**src/hw/rtl/assert_macros.svh**
```systemverilog
// Assertion macros used by the top level of the SPI buffered controller.
`ifndef ASSERT_MACROS_SVH
`define ASSERT_MACROS_SVH

// Same-cycle implication, sampled on the rising clock edge outside reset.
`define SBC_ASSERT_IMP(label, ante, cons, msg) \
   label: assert property (@(posedge clock) disable iff (reset) (ante) |-> (cons)) \
      else $error(msg);

// Next-cycle implication, sampled on the rising clock edge outside reset.
`define SBC_ASSERT_NXT(label, ante, cons, msg) \
   label: assert property (@(posedge clock) disable iff (reset) (ante) |=> (cons)) \
      else $error(msg);

`endif

```
**src/hw/rtl/sbc_pkg.sv**
```systemverilog
// Types, codes and helper functions of the SPI buffered controller.
package sbc_pkg;

   localparam int CSR_ADDR_W = 5;
   localparam int CSR_DATA_W = 32;

   typedef enum logic [1:0] {
      ROLE_OFF    = 2'd0,
      ROLE_HOST   = 2'd1,
      ROLE_CLIENT = 2'd2
   } mode_type;

   typedef enum logic [2:0] {
      OP_WRITE_DATA  = 3'd0,
      OP_READ_DATA   = 3'd1,
      OP_WRITE_FLAGS = 3'd2,
      OP_FRAME_DONE  = 3'd3,
      OP_SELECT      = 3'd4
   } op_type;

   localparam logic [2:0] REG_PERIPH_EN      = 3'd0;
   localparam logic [2:0] REG_HOST_REQUEST   = 3'd1;
   localparam logic [2:0] REG_BUFFER_MODE    = 3'd2;
   localparam logic [2:0] REG_BUFFER_WRITE   = 3'd3;
   localparam logic [2:0] REG_SELECT_DISABLE = 3'd4;
   localparam logic [2:0] REG_INT_ENABLES    = 3'd5;

   localparam logic [6:0] FLAG_IF     = 7'h01;
   localparam logic [6:0] FLAG_WRCOL  = 7'h02;
   localparam logic [6:0] FLAG_RXCIF  = 7'h04;
   localparam logic [6:0] FLAG_TXCIF  = 7'h08;
   localparam logic [6:0] FLAG_DREIF  = 7'h10;
   localparam logic [6:0] FLAG_SSIF   = 7'h20;
   localparam logic [6:0] FLAG_BUFOVF = 7'h40;
   localparam logic [6:0] NORM_FLAGS  = 7'h03;
   localparam logic [6:0] BUF_FLAGS   = 7'h7C;
   localparam logic [6:0] BUF_CLEARABLE = 7'h6C;
   localparam logic [4:0] NORM_ENABLES = 5'h01;
   localparam logic [4:0] BUF_ENABLES  = 5'h1E;

   typedef struct packed {
      logic       enable;
      logic       host_request;
      logic       buffer_mode;
      logic       buffer_write;
      logic       select_disable;
      logic [4:0] int_enables;
   } cfg_type;

   typedef struct packed {
      mode_type   mode;
      logic       active;
      logic       selected;
      logic [7:0] tx_hold;
      logic       tx_hold_valid;
      logic [6:0] flags;
      logic [6:0] deferred;
      logic [7:0] data_reg;
   } state_type;

   typedef struct packed {
      logic [2:0] operation;
      logic [7:0] value;
      logic       select_level;
   } item_type;

   typedef struct packed {
      logic [7:0] read_data;
      logic [6:0] flags;
      logic       irq;
      logic       shift_load;
      logic [7:0] shift_byte;
      logic       transfer_active;
      logic [1:0] current_mode;
   } rsp_type;

   typedef struct packed {
      mode_type   mode;
      logic       active;
      logic       host_clear;
      logic [6:0] flag_set;
   } sel_result_type;

   function automatic logic [6:0] valid_flags(logic buffer_mode);
      return buffer_mode ? BUF_FLAGS : NORM_FLAGS;
   endfunction

   // Reaction of the current mode to the select line level.
   function automatic sel_result_type select_f(mode_type mode, logic sel, logic act,
                                               logic sel_dis, logic buffer_mode);
      sel_result_type r;
      r.mode       = mode;
      r.active     = act;
      r.host_clear = 1'b0;
      r.flag_set   = '0;
      case (mode)
         ROLE_HOST: begin
            if (sel && !sel_dis) begin
               r.mode       = ROLE_CLIENT;
               r.active     = 1'b1;
               r.host_clear = 1'b1;
               r.flag_set   = buffer_mode ? FLAG_SSIF : FLAG_IF;
            end
         end
         ROLE_CLIENT: begin
            r.active = sel;
         end
         default: begin
         end
      endcase
      return r;
   endfunction

endpackage

```
**src/hw/rtl/sbc_req_if.sv**
```systemverilog
// Request channel interface carrying one controller event per transfer.
interface sbc_req_if;
   logic       valid;
   logic       ready;
   logic [2:0] operation;
   logic [7:0] value;
   logic       select_level;

   modport source (output valid, operation, value, select_level, input ready);
   modport sink (input valid, operation, value, select_level, output ready);
endinterface

```
**src/hw/rtl/sbc_rsp_if.sv**
```systemverilog
// Response channel interface carrying one controller result per transfer.
interface sbc_rsp_if;
   logic       valid;
   logic       ready;
   logic [7:0] read_data;
   logic [6:0] flags;
   logic       irq;
   logic       shift_load;
   logic [7:0] shift_byte;
   logic       transfer_active;
   logic [1:0] current_mode;

   modport source (output valid, read_data, flags, irq, shift_load, shift_byte,
                   transfer_active, current_mode, input ready);
   modport sink (input valid, read_data, flags, irq, shift_load, shift_byte,
                 transfer_active, current_mode, output ready);
endinterface

```
**src/hw/rtl/sbc_step.sv**
```systemverilog
// Next-state and result logic for one controller event.
module sbc_step #(
   parameter int RX_DEPTH = 3
) (
   input  sbc_pkg::cfg_type   cfg,
   input  sbc_pkg::state_type st,
   input  sbc_pkg::item_type  item,
   input  logic [$clog2(RX_DEPTH+1)-1:0] rx_count,
   input  logic [7:0]         rx_queue [RX_DEPTH],
   output sbc_pkg::state_type st_next,
   output logic [$clog2(RX_DEPTH+1)-1:0] rx_count_next,
   output logic [7:0]         rx_queue_next [RX_DEPTH],
   output logic               host_clear,
   output sbc_pkg::rsp_type   rsp
);
   import sbc_pkg::*;

   localparam int CW = $clog2(RX_DEPTH + 1);
   localparam int IW = (RX_DEPTH > 1) ? $clog2(RX_DEPTH) : 1;
   localparam logic [CW-1:0] DEPTH_C = CW'(RX_DEPTH);
   localparam logic [CW-1:0] ONE_C   = CW'(1);

   logic [6:0]     fmask;
   logic [7:0]     rd;
   logic           load;
   logic [7:0]     load_byte;
   logic           hold;
   logic           pushed;
   sel_result_type sel_r;

   always_comb begin
      st_next       = st;
      rx_count_next = rx_count;
      rx_queue_next = rx_queue;
      host_clear    = 1'b0;
      rd            = '0;
      load          = 1'b0;
      load_byte     = '0;
      hold          = 1'b0;
      pushed        = 1'b0;
      fmask         = valid_flags(cfg.buffer_mode);
      sel_r         = '0;
      case (item.operation)
         OP_WRITE_DATA: begin
            st_next.data_reg = item.value;
            if (cfg.enable) begin
               if (cfg.buffer_mode || !st.active) begin
                  if (cfg.buffer_mode && rx_count >= DEPTH_C) begin
                     st_next.flags = st_next.flags | (FLAG_BUFOVF & fmask);
                  end
                  hold = cfg.buffer_mode && (st.mode == ROLE_CLIENT) && !cfg.buffer_write;
                  if (st.active || hold) begin
                     st_next.tx_hold       = item.value;
                     st_next.tx_hold_valid = 1'b1;
                  end else begin
                     load      = 1'b1;
                     load_byte = item.value;
                  end
                  if ((st.mode == ROLE_HOST) && !st.active) begin
                     st_next.active = 1'b1;
                     if (rx_count >= DEPTH_C) begin
                        rx_count_next = DEPTH_C - ONE_C;
                     end
                  end
                  if (cfg.buffer_mode && st_next.tx_hold_valid) begin
                     st_next.flags = st_next.flags & ~(FLAG_DREIF & fmask);
                  end
               end else begin
                  st_next.flags = st_next.flags | (FLAG_WRCOL & fmask);
               end
            end
         end
         OP_READ_DATA: begin
            rd = st.data_reg;
            if (rx_count != '0) begin
               rd = rx_queue[0];
               for (int i = 0; i < RX_DEPTH - 1; i++) begin
                  rx_queue_next[i] = rx_queue[i+1];
               end
               rx_count_next = rx_count - ONE_C;
            end
            if (cfg.buffer_mode) begin
               st_next.flags = st_next.flags & ~(FLAG_BUFOVF & fmask);
               if (rx_count_next == '0) begin
                  st_next.flags = st_next.flags & ~(FLAG_RXCIF & fmask);
               end
            end
            st_next.flags    = st_next.flags & ~(st.deferred & fmask);
            st_next.deferred = '0;
         end
         OP_WRITE_FLAGS: begin
            if (cfg.buffer_mode) begin
               st_next.flags = st_next.flags & ~(item.value[6:0] & BUF_CLEARABLE & fmask);
            end
            st_next.deferred = st.deferred | (item.value[6:0] & fmask);
         end
         OP_FRAME_DONE: begin
            if (st.active) begin
               pushed = rx_count < DEPTH_C;
               if (pushed) begin
                  rx_queue_next[rx_count[IW-1:0]] = item.value;
                  rx_count_next = rx_count + ONE_C;
               end
               if (cfg.buffer_mode) begin
                  st_next.flags = st_next.flags | ((FLAG_RXCIF | FLAG_DREIF) & fmask);
                  if (!st.tx_hold_valid) begin
                     st_next.flags = st_next.flags | (FLAG_TXCIF & fmask);
                  end
               end else begin
                  st_next.flags = st_next.flags | (FLAG_IF & fmask);
                  if (rx_count_next > ONE_C) begin
                     rx_queue_next[0] = pushed ? item.value : rx_queue[RX_DEPTH-1];
                     rx_count_next    = ONE_C;
                  end
               end
               if (st.tx_hold_valid) begin
                  load                  = 1'b1;
                  load_byte             = st.tx_hold;
                  st_next.tx_hold_valid = 1'b0;
               end else if (st.mode != ROLE_CLIENT) begin
                  st_next.active = 1'b0;
               end
            end
         end
         OP_SELECT: begin
            st_next.selected = !item.select_level;
            sel_r = select_f(st.mode, !item.select_level, st.active, cfg.select_disable,
                             cfg.buffer_mode);
            st_next.mode   = sel_r.mode;
            st_next.active = sel_r.active;
            host_clear     = sel_r.host_clear;
            st_next.flags  = st_next.flags | (sel_r.flag_set & fmask);
         end
         default: begin
         end
      endcase

      rsp.read_data       = rd;
      rsp.flags           = st_next.flags;
      rsp.irq             = cfg.buffer_mode ? |(cfg.int_enables[4:1] & st_next.flags[5:2])
                                            : (cfg.int_enables[0] & st_next.flags[0]);
      rsp.shift_load      = load;
      rsp.shift_byte      = load_byte;
      rsp.transfer_active = st_next.active;
      rsp.current_mode    = st_next.mode;
   end

endmodule

```
**src/hw/rtl/spi_buffered_controller_core.sv**
```systemverilog
// Top level of the SPI buffered controller: registers, channels and APB port.
//
// Each request transfer is one controller event and produces exactly one
// response transfer. An event is captured in an input register, evaluated
// against the controller state once the response register is free or being
// taken, and written to the response register. A new request is taken every
// cycle while the response side keeps up. The controller state, the receive
// queue (a shift register of RX_DEPTH bytes read at its head) and the
// response register all update at the edge that evaluates the event.
// Register writes over the APB port take effect at the access edge and are
// expected only while no event is in flight.
`include "assert_macros.svh"

module spi_buffered_controller_core #(
   parameter int RX_DEPTH = 3
) (
   input  logic                           clock,
   input  logic                           reset,
   sbc_req_if.sink                        req_ch,
   sbc_rsp_if.source                      rsp_ch,
   input  logic                           psel,
   input  logic                           penable,
   input  logic                           pwrite,
   input  logic [sbc_pkg::CSR_ADDR_W-1:0] paddr,
   input  logic [sbc_pkg::CSR_DATA_W-1:0] pwdata,
   output logic [sbc_pkg::CSR_DATA_W-1:0] prdata,
   output logic                           pready
);
   import sbc_pkg::*;

   localparam int CW = $clog2(RX_DEPTH + 1);
   localparam logic [CW-1:0] DEPTH_C = CW'(RX_DEPTH);

   logic           in_valid_ff;
   item_type       in_item_ff;
   logic           rsp_valid_ff;
   rsp_type        rsp_ff;
   cfg_type        cfg_ff, cfg_in;
   state_type      state_ff, state_in;
   logic [CW-1:0]  rx_count_ff, rx_count_in;
   logic [7:0]     rx_queue_ff [RX_DEPTH];
   logic [7:0]     rx_queue_in [RX_DEPTH];

   state_type      step_state;
   logic [CW-1:0]  step_count;
   logic [7:0]     step_queue [RX_DEPTH];
   logic           step_host_clear;
   rsp_type        step_rsp;

   logic           advance;
   logic           cfg_wr;
   logic [2:0]     cfg_idx;
   mode_type       target_mode;
   sel_result_type cfg_sel;

   assign advance      = in_valid_ff && (!rsp_valid_ff || rsp_ch.ready);
   assign req_ch.ready = !in_valid_ff || advance;
   assign cfg_wr       = psel && penable && pwrite;
   assign cfg_idx      = paddr[4:2];
   assign pready       = 1'b1;

   sbc_step #(
      .RX_DEPTH(RX_DEPTH)
   ) u_step (
      .cfg          (cfg_ff),
      .st           (state_ff),
      .item         (in_item_ff),
      .rx_count     (rx_count_ff),
      .rx_queue     (rx_queue_ff),
      .st_next      (step_state),
      .rx_count_next(step_count),
      .rx_queue_next(step_queue),
      .host_clear   (step_host_clear),
      .rsp          (step_rsp)
   );

   always_comb begin
      cfg_in      = cfg_ff;
      state_in    = state_ff;
      rx_count_in = rx_count_ff;
      rx_queue_in = rx_queue_ff;
      target_mode = ROLE_OFF;
      cfg_sel     = '0;
      if (cfg_wr) begin
         case (cfg_idx)
            REG_PERIPH_EN, REG_HOST_REQUEST: begin
               if (cfg_idx == REG_PERIPH_EN) begin
                  cfg_in.enable = pwdata[0];
               end else begin
                  cfg_in.host_request = pwdata[0];
               end
               target_mode = !cfg_in.enable ? ROLE_OFF
                           : (cfg_in.host_request ? ROLE_HOST : ROLE_CLIENT);
               if (target_mode != state_ff.mode) begin
                  cfg_sel = select_f(target_mode, state_ff.selected, state_ff.active,
                                     cfg_ff.select_disable, cfg_ff.buffer_mode);
                  state_in.mode   = cfg_sel.mode;
                  state_in.active = cfg_sel.active;
                  state_in.flags  = state_ff.flags
                                  | (cfg_sel.flag_set & valid_flags(cfg_ff.buffer_mode));
                  if (cfg_sel.host_clear) begin
                     cfg_in.host_request = 1'b0;
                  end
               end
            end
            REG_BUFFER_MODE: begin
               cfg_in.buffer_mode = pwdata[0];
               cfg_in.int_enables = cfg_ff.int_enables
                                  & (pwdata[0] ? BUF_ENABLES : NORM_ENABLES);
               state_in.flags     = state_ff.flags & valid_flags(pwdata[0]);
            end
            REG_BUFFER_WRITE: begin
               cfg_in.buffer_write = pwdata[0];
            end
            REG_SELECT_DISABLE: begin
               cfg_in.select_disable = pwdata[0];
            end
            REG_INT_ENABLES: begin
               cfg_in.int_enables = pwdata[4:0];
            end
            default: begin
            end
         endcase
      end else if (advance) begin
         state_in    = step_state;
         rx_count_in = step_count;
         rx_queue_in = step_queue;
         if (step_host_clear) begin
            cfg_in.host_request = 1'b0;
         end
      end
   end

   always_comb begin
      prdata = '0;
      case (cfg_idx)
         REG_PERIPH_EN:      prdata[0]   = cfg_ff.enable;
         REG_HOST_REQUEST:   prdata[0]   = cfg_ff.host_request;
         REG_BUFFER_MODE:    prdata[0]   = cfg_ff.buffer_mode;
         REG_BUFFER_WRITE:   prdata[0]   = cfg_ff.buffer_write;
         REG_SELECT_DISABLE: prdata[0]   = cfg_ff.select_disable;
         REG_INT_ENABLES:    prdata[4:0] = cfg_ff.int_enables;
         default:            prdata      = '0;
      endcase
   end

   always_ff @(posedge clock) begin
      if (reset) begin
         in_valid_ff    <= 1'b0;
         rsp_valid_ff   <= 1'b0;
         cfg_ff         <= '0;
         state_ff       <= '{mode: ROLE_OFF, active: 1'b0, selected: 1'b0,
                             tx_hold: 8'h00, tx_hold_valid: 1'b0, flags: FLAG_DREIF,
                             deferred: 7'h00, data_reg: 8'h00};
         rx_count_ff    <= '0;
      end else begin
         if (req_ch.ready) begin
            in_valid_ff <= req_ch.valid;
         end
         if (advance) begin
            rsp_valid_ff <= 1'b1;
         end else if (rsp_ch.ready) begin
            rsp_valid_ff <= 1'b0;
         end
         cfg_ff      <= cfg_in;
         state_ff    <= state_in;
         rx_count_ff <= rx_count_in;
      end
   end

   always_ff @(posedge clock) begin
      if (req_ch.valid && req_ch.ready) begin
         in_item_ff <= {req_ch.operation, req_ch.value, req_ch.select_level};
      end
      if (advance) begin
         rsp_ff <= step_rsp;
      end
      rx_queue_ff <= rx_queue_in;
   end

   assign rsp_ch.valid           = rsp_valid_ff;
   assign rsp_ch.read_data       = rsp_ff.read_data;
   assign rsp_ch.flags           = rsp_ff.flags;
   assign rsp_ch.irq             = rsp_ff.irq;
   assign rsp_ch.shift_load      = rsp_ff.shift_load;
   assign rsp_ch.shift_byte      = rsp_ff.shift_byte;
   assign rsp_ch.transfer_active = rsp_ff.transfer_active;
   assign rsp_ch.current_mode    = rsp_ff.current_mode;

   `SBC_ASSERT_IMP(a_rx_count_bound, 1'b1, rx_count_ff <= DEPTH_C, "receive count beyond depth")
   `SBC_ASSERT_NXT(a_norm_keeps_newest, advance && !cfg_wr && (in_item_ff.operation == OP_FRAME_DONE) && !cfg_ff.buffer_mode && state_ff.active, rx_count_ff == CW'(1), "normal frame left other than one byte")
   `SBC_ASSERT_NXT(a_req_captured, req_ch.valid && req_ch.ready, in_valid_ff, "accepted transfer not held in input register")

endmodule

```
**src/flat_wrapper.sv**
```systemverilog
// flat-port wrapper written by rule: the top's interface ports become plain ports
module spi_buffered_controller_core_flat import sbc_pkg::*;
#(
   parameter int RX_DEPTH = 3
)
  (clock, reset, psel, penable, pwrite, paddr, pwdata, prdata, pready, req_ch_valid, req_ch_operation, req_ch_value, req_ch_select_level, req_ch_ready, rsp_ch_valid, rsp_ch_read_data, rsp_ch_flags, rsp_ch_irq, rsp_ch_shift_load, rsp_ch_shift_byte, rsp_ch_transfer_active, rsp_ch_current_mode, rsp_ch_ready);
  sbc_req_if req_ch_i ();
  sbc_rsp_if rsp_ch_i ();
  input  logic clock;
  input  logic reset;
  input  logic psel;
  input  logic penable;
  input  logic pwrite;
  input  logic [sbc_pkg::CSR_ADDR_W-1:0] paddr;
  input  logic [sbc_pkg::CSR_DATA_W-1:0] pwdata;
  output logic [sbc_pkg::CSR_DATA_W-1:0] prdata;
  output logic pready;
  input wire logic [$bits(req_ch_i.valid)-1:0] req_ch_valid;
  input wire logic [$bits(req_ch_i.operation)-1:0] req_ch_operation;
  input wire logic [$bits(req_ch_i.value)-1:0] req_ch_value;
  input wire logic [$bits(req_ch_i.select_level)-1:0] req_ch_select_level;
  output wire logic [$bits(req_ch_i.ready)-1:0] req_ch_ready;
  output wire logic [$bits(rsp_ch_i.valid)-1:0] rsp_ch_valid;
  output wire logic [$bits(rsp_ch_i.read_data)-1:0] rsp_ch_read_data;
  output wire logic [$bits(rsp_ch_i.flags)-1:0] rsp_ch_flags;
  output wire logic [$bits(rsp_ch_i.irq)-1:0] rsp_ch_irq;
  output wire logic [$bits(rsp_ch_i.shift_load)-1:0] rsp_ch_shift_load;
  output wire logic [$bits(rsp_ch_i.shift_byte)-1:0] rsp_ch_shift_byte;
  output wire logic [$bits(rsp_ch_i.transfer_active)-1:0] rsp_ch_transfer_active;
  output wire logic [$bits(rsp_ch_i.current_mode)-1:0] rsp_ch_current_mode;
  input wire logic [$bits(rsp_ch_i.ready)-1:0] rsp_ch_ready;
  assign req_ch_i.valid = req_ch_valid;
  assign req_ch_i.operation = req_ch_operation;
  assign req_ch_i.value = req_ch_value;
  assign req_ch_i.select_level = req_ch_select_level;
  assign req_ch_ready = req_ch_i.ready;
  assign rsp_ch_valid = rsp_ch_i.valid;
  assign rsp_ch_read_data = rsp_ch_i.read_data;
  assign rsp_ch_flags = rsp_ch_i.flags;
  assign rsp_ch_irq = rsp_ch_i.irq;
  assign rsp_ch_shift_load = rsp_ch_i.shift_load;
  assign rsp_ch_shift_byte = rsp_ch_i.shift_byte;
  assign rsp_ch_transfer_active = rsp_ch_i.transfer_active;
  assign rsp_ch_current_mode = rsp_ch_i.current_mode;
  assign rsp_ch_i.ready = rsp_ch_ready;
  spi_buffered_controller_core #(.RX_DEPTH(RX_DEPTH)) u_core (.clock(clock), .reset(reset), .req_ch(req_ch_i), .rsp_ch(rsp_ch_i), .psel(psel), .penable(penable), .pwrite(pwrite), .paddr(paddr), .pwdata(pwdata), .prdata(prdata), .pready(pready));
endmodule
```
**config.mk**
```make
export PLATFORM = sky130hd
export DESIGN_NAME = spi_buffered_controller_core_flat
export DESIGN_NICKNAME = d
export VERILOG_FILES = /design/src/hw/rtl/sbc_pkg.sv /design/src/hw/rtl/sbc_req_if.sv /design/src/hw/rtl/sbc_rsp_if.sv /design/src/hw/rtl/sbc_step.sv /design/src/hw/rtl/spi_buffered_controller_core.sv /design/src/flat_wrapper.sv
export VERILOG_INCLUDE_DIRS = /design/src /design/src/hw/rtl
export SDC_FILE = /design/constraint.sdc
export NUM_CORES = 1
export LEC_CHECK = 0
export BUFFER_PORTS_ARGS = -buffer_cell sky130_fd_sc_hd__buf_2
export CAP_MARGIN = 25
export CORE_ASPECT_RATIO = 0.75
export CORE_MARGIN = 2
export CORE_UTILIZATION = 53
export CTS_CLUSTER_SIZE = 16
export DETAILED_ROUTE_END_ITERATION = 6
export GPL_ROUTABILITY_DRIVEN = 0
export MAX_ROUTING_LAYER = met4
export PLACE_DENSITY = 0.78
export SLEW_MARGIN = 20
export SYNTH_ARGS = -nofsm -noshare
export SYNTH_HDL_FRONTEND = slang
export SYNTH_SLANG_ARGS = --single-unit
export TNS_END_PERCENT = 50
```
**constraint.sdc**
```tcl
create_clock -name clock -period 4.15 [get_ports clock]
set_input_delay 0.2075 -clock clock [delete_from_list [all_inputs] [get_ports clock]]
set_output_delay 0.2075 -clock clock [all_outputs]
set_load 0.01 [all_outputs]
```
## Word level (Yosys, flattened, before mapping)

Index checks and enable logic that the tools add are counted.

- Add/sub/neg operators: 2
- Bitwise gates (word level): 29
- Mux-type cells: 113
- $lt $le $gt $ge: 5
- Eq/ne operators: 29
- Reduce and logical (&&, ||, !) cells: 54

Operators with widths:

| operator | number |
|---|---|
| $mux W8 | 19 |
| $mux W7 | 16 |
| $and A7 B7 Y7 | 11 |
| $mux W24 | 2 |
| $mux W9 | 5 |
| $mux W35 | 1 |
| $pmux W7 S5 | 1 |
| $mux W2 | 17 |
| $mux W16 | 2 |
| $pmux W16 S2 | 1 |
| $mux W1 | 28 |
| $or A7 B7 Y7 | 4 |
| $pmux W7 S2 | 2 |
| $bwmux W24 | 1 |
| $mux W11 | 2 |
| $not A7 Y7 | 3 |
| $reduce_and A3 Y1 | 6 |
| $reduce_and A6 Y1 | 3 |
| $demux W8 S2 | 1 |
| $ne A2 B2 Y1 const B | 8 |
| $pmux W8 S2 | 1 |
| $reduce_bool A2 Y1 | 8 |
| $reduce_and A5 Y1 | 3 |
| $eq A3 B2 Y1 const B | 4 |
| 45 further kinds | 83 |

- Bits in registers: 113
- Logic and storage cells: 262
- Input port bits: 56
- Output and inout port bits: 63

## Depth between registers and ports, before layout

Gate-level depths: netlist of run 1.

- Depth after elaboration: 16
- Depth in mapped cells: 8
- Mapped depth without buffers: 8

## Hierarchy

A second synthesis of run 1 with hierarchy kept.

- Cells, all modules: 672
- Area total of the unflattened synthesis: 6,297.3 µm²

By module, submodules not included:

| module | times used | area each (µm²) | cells each |
|---|---|---|---|
| spi_buffered_controller_core | 1 | 4,394.2 | 368 |
| sbc_step | 1 | 1,903.1 | 304 |

## Worst setup path after synthesis of run 1

No wires, ideal clock.

- Kind: register -> register
- Start point: reg u_core.rsp_valid_ff, in the netlist u_core.rsp_ch.valid
- End point: reg u_core.rx_queue_ff[0] (netlist name) (enable)
- Stages on the path, launching flop included: 5
- Path buffers: 1
- Data arrival time: 2.053 ns
- Setup time: 0.398 ns
- Clock period less this slack: 2.451 ns
- Setup slack: 1.699 ns
- Cells stage by stage: dfxtp_1 -> nor2b_1 -> nor4_4 -> clkbuf_1 -> nor4b_1

- Word-level cells in the longest chain between the ends: 4

RTL lines:

| what | line | source |
|---|---|---|
| from (decl) | spi_buffered_controller_core.sv:36 | `logic rsp_valid_ff;` |
| from (signal assigned) | spi_buffered_controller_core.sv:150 | `rsp_valid_ff <= 1'b0;` |
| from (signal assigned) | spi_buffered_controller_core.sv:161 | `rsp_valid_ff <= 1'b1;` |
| from (signal assigned) | spi_buffered_controller_core.sv:163 | `rsp_valid_ff <= 1'b0;` |
| $logic_not A1 Y1 | spi_buffered_controller_core.sv:56 | `assign advance = in_valid_ff && (!rsp_valid_ff \|\| rsp_ch.ready);` |
| $logic_or A1 B1 Y1 | spi_buffered_controller_core.sv:56 |  |
| $logic_and A1 B1 Y1 | spi_buffered_controller_core.sv:56 |  |
| $reduce_and A5 Y1 (no source line) | - |  |
| to (signal assigned) | spi_buffered_controller_core.sv:178 | `rx_queue_ff <= rx_queue_in;` |
| to (decl) | spi_buffered_controller_core.sv:41 | `logic [7:0] rx_queue_ff [RX_DEPTH];` |

No other way between the ends.
A chain may end at the register's enable or synchronous reset.

## Worst setup path after layout of run 1

- Start point: reg u_core.in_item_ff[11] (netlist name)
- End point: reg u_core.state_ff[25] (netlist name)

- Word-level cells in the longest chain between the ends: 3

RTL lines:

| what | line | source |
|---|---|---|
| from (decl) | spi_buffered_controller_core.sv:35 | `item_type in_item_ff;` |
| from (signal assigned) | spi_buffered_controller_core.sv:173 | `in_item_ff <= {req_ch.operation, req_ch.value, req_ch.select_level};` |
| $logic_not A3 Y1 (*) | sbc_step.sv:43 | `case (item.operation)` |
| $ne A4 B4 Y1 (no source line) | - |  |
| $reduce_and A6 Y1 (no source line) (*) | - |  |
| to (signal assigned) | spi_buffered_controller_core.sv:152 | `state_ff <= '{mode: ROLE_OFF, active: 1'b0, selected: 1'b0,` |
| to (signal assigned) | spi_buffered_controller_core.sv:166 | `state_ff <= state_in;` |
| to (decl) | spi_buffered_controller_core.sv:39 | `state_type state_ff, state_in;` |

Mark *: on every way between the ends. The rest lies on a longest branch, timed or not.

==> run metrics, run 1 <==
Clock Pin Slew Worst Setup and Hold Paths 0.08 ns; Slew Viols, Final 0; number of synthesized register bits 112; Die X ~120 um; GRT overflow 0; drt drc 0; Total GRT Usage a little under a quarter; post-route ant nets 0; min-delay src req_ch_value[5]; Async SR Flop Fraction 0%; Post-synth EDFFs 64; vias per cell about 5.8; post-synthesis average cell area 10.0 um2; largest net degree at the start of global routing 38; FP Rows 31; H-Tree Level Count 3; hold path endpoint u_core.in_item_ff[6]$_DFFE_PP_; DR pass1 iterations 5; PwrDens between 300 and 400 nW/um2; setup tns final 0 ns; # diodes 0; endpoints failing hold 0; Nets around 630; first-pass GRT wire length 19600 um; initial antenna violation count 0; worst reg-to-reg setup slack 1.38 ns; Max Root-Sink Buffers 2; RSZ-0062 raised after global routing false; clock sink total roughly 110; Final Setup Violations 0; WHS Path Cells 1; clock latency on the worst-skew pair 0.34 ns; num ports ~120; P&R area growth vs syn 11.1%; fin crit share about two thirds; Core ar. approximately 9700 um2; Post-CTS Repair Setup Buffers 0; outcome completed; Iteration-0 DRC Markers 468; Max-cap violations 0; Util after Layout between 60% and 70%; WP buf/inv 0; Hold Crit Class primary input to flop; sequential cell area fraction in the yosys report about 54%; die footprint between 10000 and 15000 um2; RR Startpoint u_core.in_item_ff[11]$_DFFE_PP_; Cell Area, Synth 5370 um2; Finished Cell Area 5960 um2; Placed Instance Area about 5600 um2; drt wl/cell 17.0 um; Num CTS Buffers 9; post-CTS sizing 0; PortBufs slightly above 60; Worst EP arrival a little under 3 ns; # hold bufs at CTS 0; slew margin rel. 47.9%; Die Ht around 91 um; minimum clock period around 2.8 ns; Netlist cell types 63; Leak Pwr ~0.0022 uW; CP Capture Type flop; CP delay by family, top simple AND/OR/NAND/NOR gates; critical path, cell by cell nor4_4 > nand2_2 > nor3_4 > mux2i_1 > nor2_1; Root Driver clkbuf_16; via count about 4200; Worst Path Required approximately 4.4 ns; maximum VDD drop between 300 and 400 uV; initial core utilization 55.1%; reg2reg path depth 5; CP Max Fanout 15; CP Launch Type flop; share of layout cells above drive strength 1 17.9%; final wirelength between 10000 and 15000 um; Detailed Place HPWL 8290 um; Mapped Cells roughly 540; kind of critical path flop to flop; Syn. warnings 0; reg2reg end u_core.state_ff[25]$_SDFFE_PP0P_; slew of the pin with the lowest slew margin 0.775 ns; clock skew 0.0104 ns; fmax about 0.36 GHz; Crit path largest cell delay 0.78 ns; dominant synthesized flop cell edfxtp_1; CTS tree done; number of global-route vias before repair between 3000 and 4000; slowest cell on the critical path nor4_4
layout make-up:
| class | count | area, um2 |
|---|---|---|
| flip-flops and latches | 112 | 2880 |
| inverters | 11 | 41.3 |
| repair buffers | 65 | 335 |
| clock inverters | 7 | 114 |
| fillers | 792 | 3770 |
| well taps | 132 | 165 |
| clock buffers | 9 | 225 |
| multi-input cells | 377 | 2200 |
report_power, final:
part | leakage (uW) | internal, uW | switching [uW]
registers | 0.000986 | 1190 | 29.4
clock network | 0.000165 | 545 | 416
logic | 0.00107 | 43.1 | 92.7
total | 0.00222 | 1780 | 538
layout by cell type (no fill, tap or decap), types with 3 or more instances in the layout:
cell / n
a21oi_1: 62
a22o_1: 16
a22oi_1: 6
a31oi_1: 3
and2_1: 7
and3_1: 5
buf_2: 61
buf_4: 4
clkbuf_16: 9
conb_1: 28
dfxtp_1: 48
edfxtp_1: 64
inv_1: 11
mux2i_1: 22
nand2_1: 60
nand2b_1: 4
nand3_1: 18
nand4_1: 3
nand4b_1: 4
nor2_1: 43
nor2b_1: 6
nor3_1: 9
nor4_1: 5
o211ai_1: 3
o21ai_0: 24
o21ai_1: 3
or2_2: 3
per-layer routing:
layer | global-route usage [%] | share of wire [%]
met1 | 34.0 | 46
met2 | 33.7 | 44
met3 | 3.71 | 9.5
met4 | 5.20 | 1.1
met5 | - | 0
cells in the mapped netlist, types with 2 or more instances:
cell type / n / share of area [%]
edfxtp_1: 64 / 36
a21oi_1: 62 / 5.8
nand2_1: 60 / 4.2
dfxtp_1: 48 / 18
nor2_1: 45 / 3.1
buf_4: 28 / 3.9
clkbuf_1: 28 / 2.0
o21ai_0: 24 / 2.2
mux2i_1: 22 / 4.1
nand3_1: 18 / 1.7
a22o_1: 16 / 2.6
inv_1: 11 / 0.77
nor3_1: 10 / 0.93
and2_1: 7 / 0.82
a22oi_1: 6 / 0.84
nor2b_1: 6 / 0.70
and3_1: 5 / 0.58
nor4_1: 5 / 0.58
nand2b_1: 4 / 0.47
nand4b_1: 4 / 0.65
a31oi_1: 3 / 0.35
nand4_1: 3 / 0.35
o211ai_1: 3 / 0.42
o21ai_1: 3 / 0.28
or2_2: 3 / 0.35
a21o_1: 2 / 0.28
a221oi_1: 2 / 0.33
a41oi_1: 2 / 0.33
buf_1: 2 / 0.14
buf_2: 2 / 0.19
conb_1: 2 / 0.14
ha_1: 2 / 0.47
o221a_2: 2 / 0.42
o31ai_1: 2 / 0.28
or3b_2: 2 / 0.33
registers in the layout, indices dropped and copies added (netlist names):
signal                         cells
u_core.cfg_ff                     10
u_core.rx_count_ff                 2
u_core.rsp_ch.transfer_active      1
u_core.rsp_ch.shift_byte           8
u_core.rsp_ch.valid                1
u_core.rsp_ch.current_mode         2
u_core.in_valid_ff                 1
u_core.rsp_ch.read_data            8
u_core.rsp_ch.shift_load           1
u_core.in_item_ff                 12
u_core.rsp_ch.irq                  1
u_core.rsp_ch.flags                7
u_core.rx_queue_ff                24
u_core.state_ff                   34
how the worst max path moves through the flow:
stage | from | to | slack (ns) | cells after the start
after detailed placement | u_core.in_item_ff[11]$_DFFE_PP_ | u_core.rx_queue_ff[14]$_DFFE_PP_ | 1.39 | 3
after CTS | u_core.in_item_ff[11]$_DFFE_PP_ | u_core.rx_queue_ff[14]$_DFFE_PP_ | 1.37 | 3
after global routing | u_core.in_item_ff[11]$_DFFE_PP_ | u_core.state_ff[30]$_SDFFE_PP0P_ | 1.25 | 5
after global placement | u_core.in_item_ff[11]$_DFFE_PP_ | u_core.rx_queue_ff[14]$_DFFE_PP_ | 1.48 | 3
final | u_core.in_item_ff[11]$_DFFE_PP_ | u_core.state_ff[25]$_SDFFE_PP0P_ | 1.38 | 5
after floorplan | u_core.rsp_ch.valid$_SDFFE_PP0P_ | u_core.rx_queue_ff[0]$_DFFE_PP_ | 1.70 | 4
cells by family after synthesis:
| family | synth area share [%] |
|---|---|
| and+or+nand+nor | 17.1 |
| AOI/OAI and AO/OA | 16.6 |
| DFF | 53.7 |
| buffers and inverters | 7.27 |
| muxes | 4.73 |
| adders and majority gates | 0.466 |
| other | 0.140 |
through the flow:
stage,setup slack [ns],instances,power [uW],hold slack (ns)
floorplan,1.70,562,1350,0.306
global placement,1.48,697,1370,0.385
detailed placement,1.39,697,1380,0.386
CTS,1.37,713,2330,0.0284
global route,1.25,713,2390,0.0216
finish,1.38,713,2320,0.0325
(Power assumes the default switching activity.)
==> inputs of run 2 (changes only) <==
- ABC_AREA: unset -> 1
- CORE_UTILIZATION: 53 -> 49
- PLACE_DENSITY: 0.78 -> 0.76
- clock period: 4.15 -> 2.5 ns (I/O delays scaled with it)
==> run 2 against run 1 <==
Against the previous run: power rose by 61%; sequential cell count did not move; global-route usage rose by 0.49 points; largest power group unchanged; maximum frequency rose by 35%; cell count rose by 20%; critical path type unchanged; synthesized cell count rose by 19%; critical endpoint is now u_core.rsp_ch.irq$_DFFE_PP_; clock power rose by 43%; worst setup slack got worse by 0.93 ns; die area rose by 11%.
==> run metrics, run 2 <==
outcome completed; Nets between 700 and 800; cell accounting for the most synthesized area edfxtp_1; setup tns final 0 ns; Final Setup Violations 0; Slew Viols, Final 0; Largest Register u_core.state_ff; P&R area growth vs syn 13.6%; RR Startpoint u_core.in_item_ff[10]$_DFFE_PP_; sequential cell area fraction in the yosys report a little over half; min-delay src req_ch_valid; dominant synthesized flop cell edfxtp_1; Max-cap violations 0; area share of fa/ha/maj cells after synthesis less than 1%; number of synthesized register bits around 110; number of global-route vias before repair about 4200; Max Root-Sink Buffers 2; complex-gate fraction of the synthesized area between 10% and 20%; initial antenna violation count 0; Post-synth EDFFs between 60 and 70; CP Launch Type flop; Leak Pwr ~0.0025 uW; slew margin rel. about half; clock latency on the worst-skew pair ~0.36 ns; initial core utilization between 50% and 60%; die footprint 12100 um2; endpoints failing hold 0; critical path, cell by cell nand2_1 > nor2_2 > inv_2 > nor2_8 > inv_2 > o21ai_2 > nand2_1 > nand3_1 > nor2_1 > nor2_1; dpl ws roughly 0.52 ns; worst setup margin roughly 0.45 ns; Cell Area, Synth between 5000 and 6000 um2; post-synthesis average cell area ~8.7 um2; drt wl/cell between 15 and 20 um; WHS Path Cells 3; most frequent cells in the layout nand2_1 (149), edfxtp_1 (64), buf_2 (61); Clock Pin Slew Worst Setup and Hold Paths 0.07 ns; vias per cell 5.50; fillcell total roughly 950; top-count cell post-synth nand2_1; via count between 4000 and 5000; reg2reg path depth 10; max reg flops 34; Root Driver clkbuf_16; PortBufs a little over 60; Die Ht 95.9 um; Hold Crit Class primary input to flop; first-pass GRT wire length around 21000 um; num ports between 100 and 150; kind of critical path flop to flop; Top Registers u_core.state_ff: 34 flops, u_core.rx_queue_ff: 24 flops, u_core.in_item_ff: 12 flops; top cell type's share of synthesized area approximately a third; Worst EP arrival around 2.3 ns; Mapped Cells approximately 640; CTS tree done; largest cells by area after synthesis edfxtp_1 (35%), dfxtp_1 (17%), nand2_1 (10%); Crit path largest cell delay a little over 0.6 ns; slowest cell on the critical path edfxtp_1; RSZ-0062 raised after global routing false; most common cell after layout, fill and taps aside nand2_1; mux cell area share after synthesis 0%; Syn. warnings 0; clock sink total 112; H-Tree Level Count 3; Die X 126 um; final wirelength 13500 um; CP Capture Type flop; largest net degree at the start of global routing 32; minimum clock period between 2 and 2.5 ns; post-route ant nets 0; total power approximately 3700 uW; Synth Area in Simple Gates between 20% and 30%; most frequent cells after synthesis nand2_1 (149), edfxtp_1 (64), o21ai_0 (59), inv_1 (52), a21oi_1 (51); fin crit share slightly above 80%; reg2reg end u_core.rsp_ch.irq$_DFFE_PP_; Num CTS Buffers 9; Post-CTS Repair Setup Buffers 0; # diodes 0; Core ar. between 10000 and 15000 um2; DR pass1 iterations 5; Netlist cell types 44; Iteration-0 DRC Markers slightly below 600; largest family of logic cells by synthesized area simple AND/OR/NAND/NOR gates; drt drc 0; Total GRT Usage a little under a quarter; fmax ~0.5 GHz; final hold slack 0.0442 ns; post-synthesis xor/xnor area fraction 0%; share of layout cells above drive strength 1 about a fifth; clock skew about 0.0096 ns; CP Max Fanout 9; slew of the pin with the lowest slew margin 0.744 ns; Worst Path Required 2.72 ns; hold path endpoint u_core.in_valid_ff$_SDFFE_PP0N_; Detailed Place HPWL 9520 um; GRT overflow 0; worst reg-to-reg setup slack approximately 0.45 ns; FP Rows 33; PwrDens just under 600 nW/um2; maximum VDD drop 374 uV; Async SR Flop Fraction 0%
## run 2: changes by cell type after synthesis, moves of 10 or more
cell / change
nand2_1: +89
inv_1: +41
o21ai_0: +35
clkbuf_1: -22
mux2i_1: -22
nand3_1: +22
a22o_1: -16
nand2_2: +13
inv_2: +12
nor2_1: -12
a21oi_1: -11
buf_2: +10
## run 2: cell families (layout without fill, tap and decap cells)
logic type                 after synthesis  in the layout
and+or+nand+nor                        264            264
AOI/OAI and AO/OA                      144            144
buffers and inverters                  113            163
DFF                                    112            112
adders and majority gates                2              2
other                                    2             28
## run 2: timing repair
action / CTS / global route
resized for setup: 0 / 0
endpoints found under the hold margin: 12 / 0
hold buffers: 12 / 0
## run 2: worst max-delay path by stage
stage	depth (start not counted)	slack, ns	start	endpoint
after floorplan	4	0.01	u_core.rsp_ch.valid$_SDFFE_PP0P_	u_core.rx_queue_ff[10]$_DFFE_PP_
after global placement	12	0.58	u_core.in_item_ff[11]$_DFFE_PP_	u_core.rsp_ch.irq$_DFFE_PP_
after detailed placement	10	0.52	u_core.in_item_ff[10]$_DFFE_PP_	u_core.rsp_ch.irq$_DFFE_PP_
after CTS	10	0.48	u_core.in_item_ff[10]$_DFFE_PP_	u_core.rsp_ch.irq$_DFFE_PP_
after global routing	10	0.31	u_core.in_item_ff[10]$_DFFE_PP_	u_core.rsp_ch.irq$_DFFE_PP_
final	10	0.45	u_core.in_item_ff[10]$_DFFE_PP_	u_core.rsp_ch.irq$_DFFE_PP_
## run 2: layout make-up
cell class	instances	area [um2]	area share, %
clock buffers	10	239	3.81
clock inverters	6	45.0	0.719
inverters	65	244	3.89
multi-input cells	438	2190	34.9
flip-flops and latches	112	2880	46.0
well taps	140	175	2.80
repair buffers	82	493	7.87
## run 2: report_power, final
part / switching (uW) / internal [uW]
registers: 38.8 / 1990
logic: 229 / 104
clock network: 662 / 705
total: 930 / 2800
## run 2: worst max-delay path: cells and delay by family (launching register included)
| kind | cells | cell delay (ns) |
|---|---|---|
| buf+inv | 2 | 0.20 |
| flops | 1 | 0.61 |
| compound gates | 1 | 0.18 |
| simple gates | 7 | 0.91 |
## run 2: metal layers
| metal | vias to the layer above | track usage, % | wire (um) |
|---|---|---|---|
| li1 | 2252 | - | - |
| met1 | 2175 | 32.8 | 5800 |
| met2 | 255 | 34.9 | 6040 |
| met3 | 13 | 5.89 | 1570 |
| met4 | 0 | 5.77 | 118 |
| met5 | - | - | 0 |
## run 2: stage by stage
step,utilization [%],cells,area [um2]
2_1_floorplan,-,663,5620
3_3_place_gp,53.6,825,5860
3_5_place_dp,53.6,825,5860
4_1_cts,57.3,853,6260
5_1_grt,57.3,853,6260
6_report,57.3,853,6260
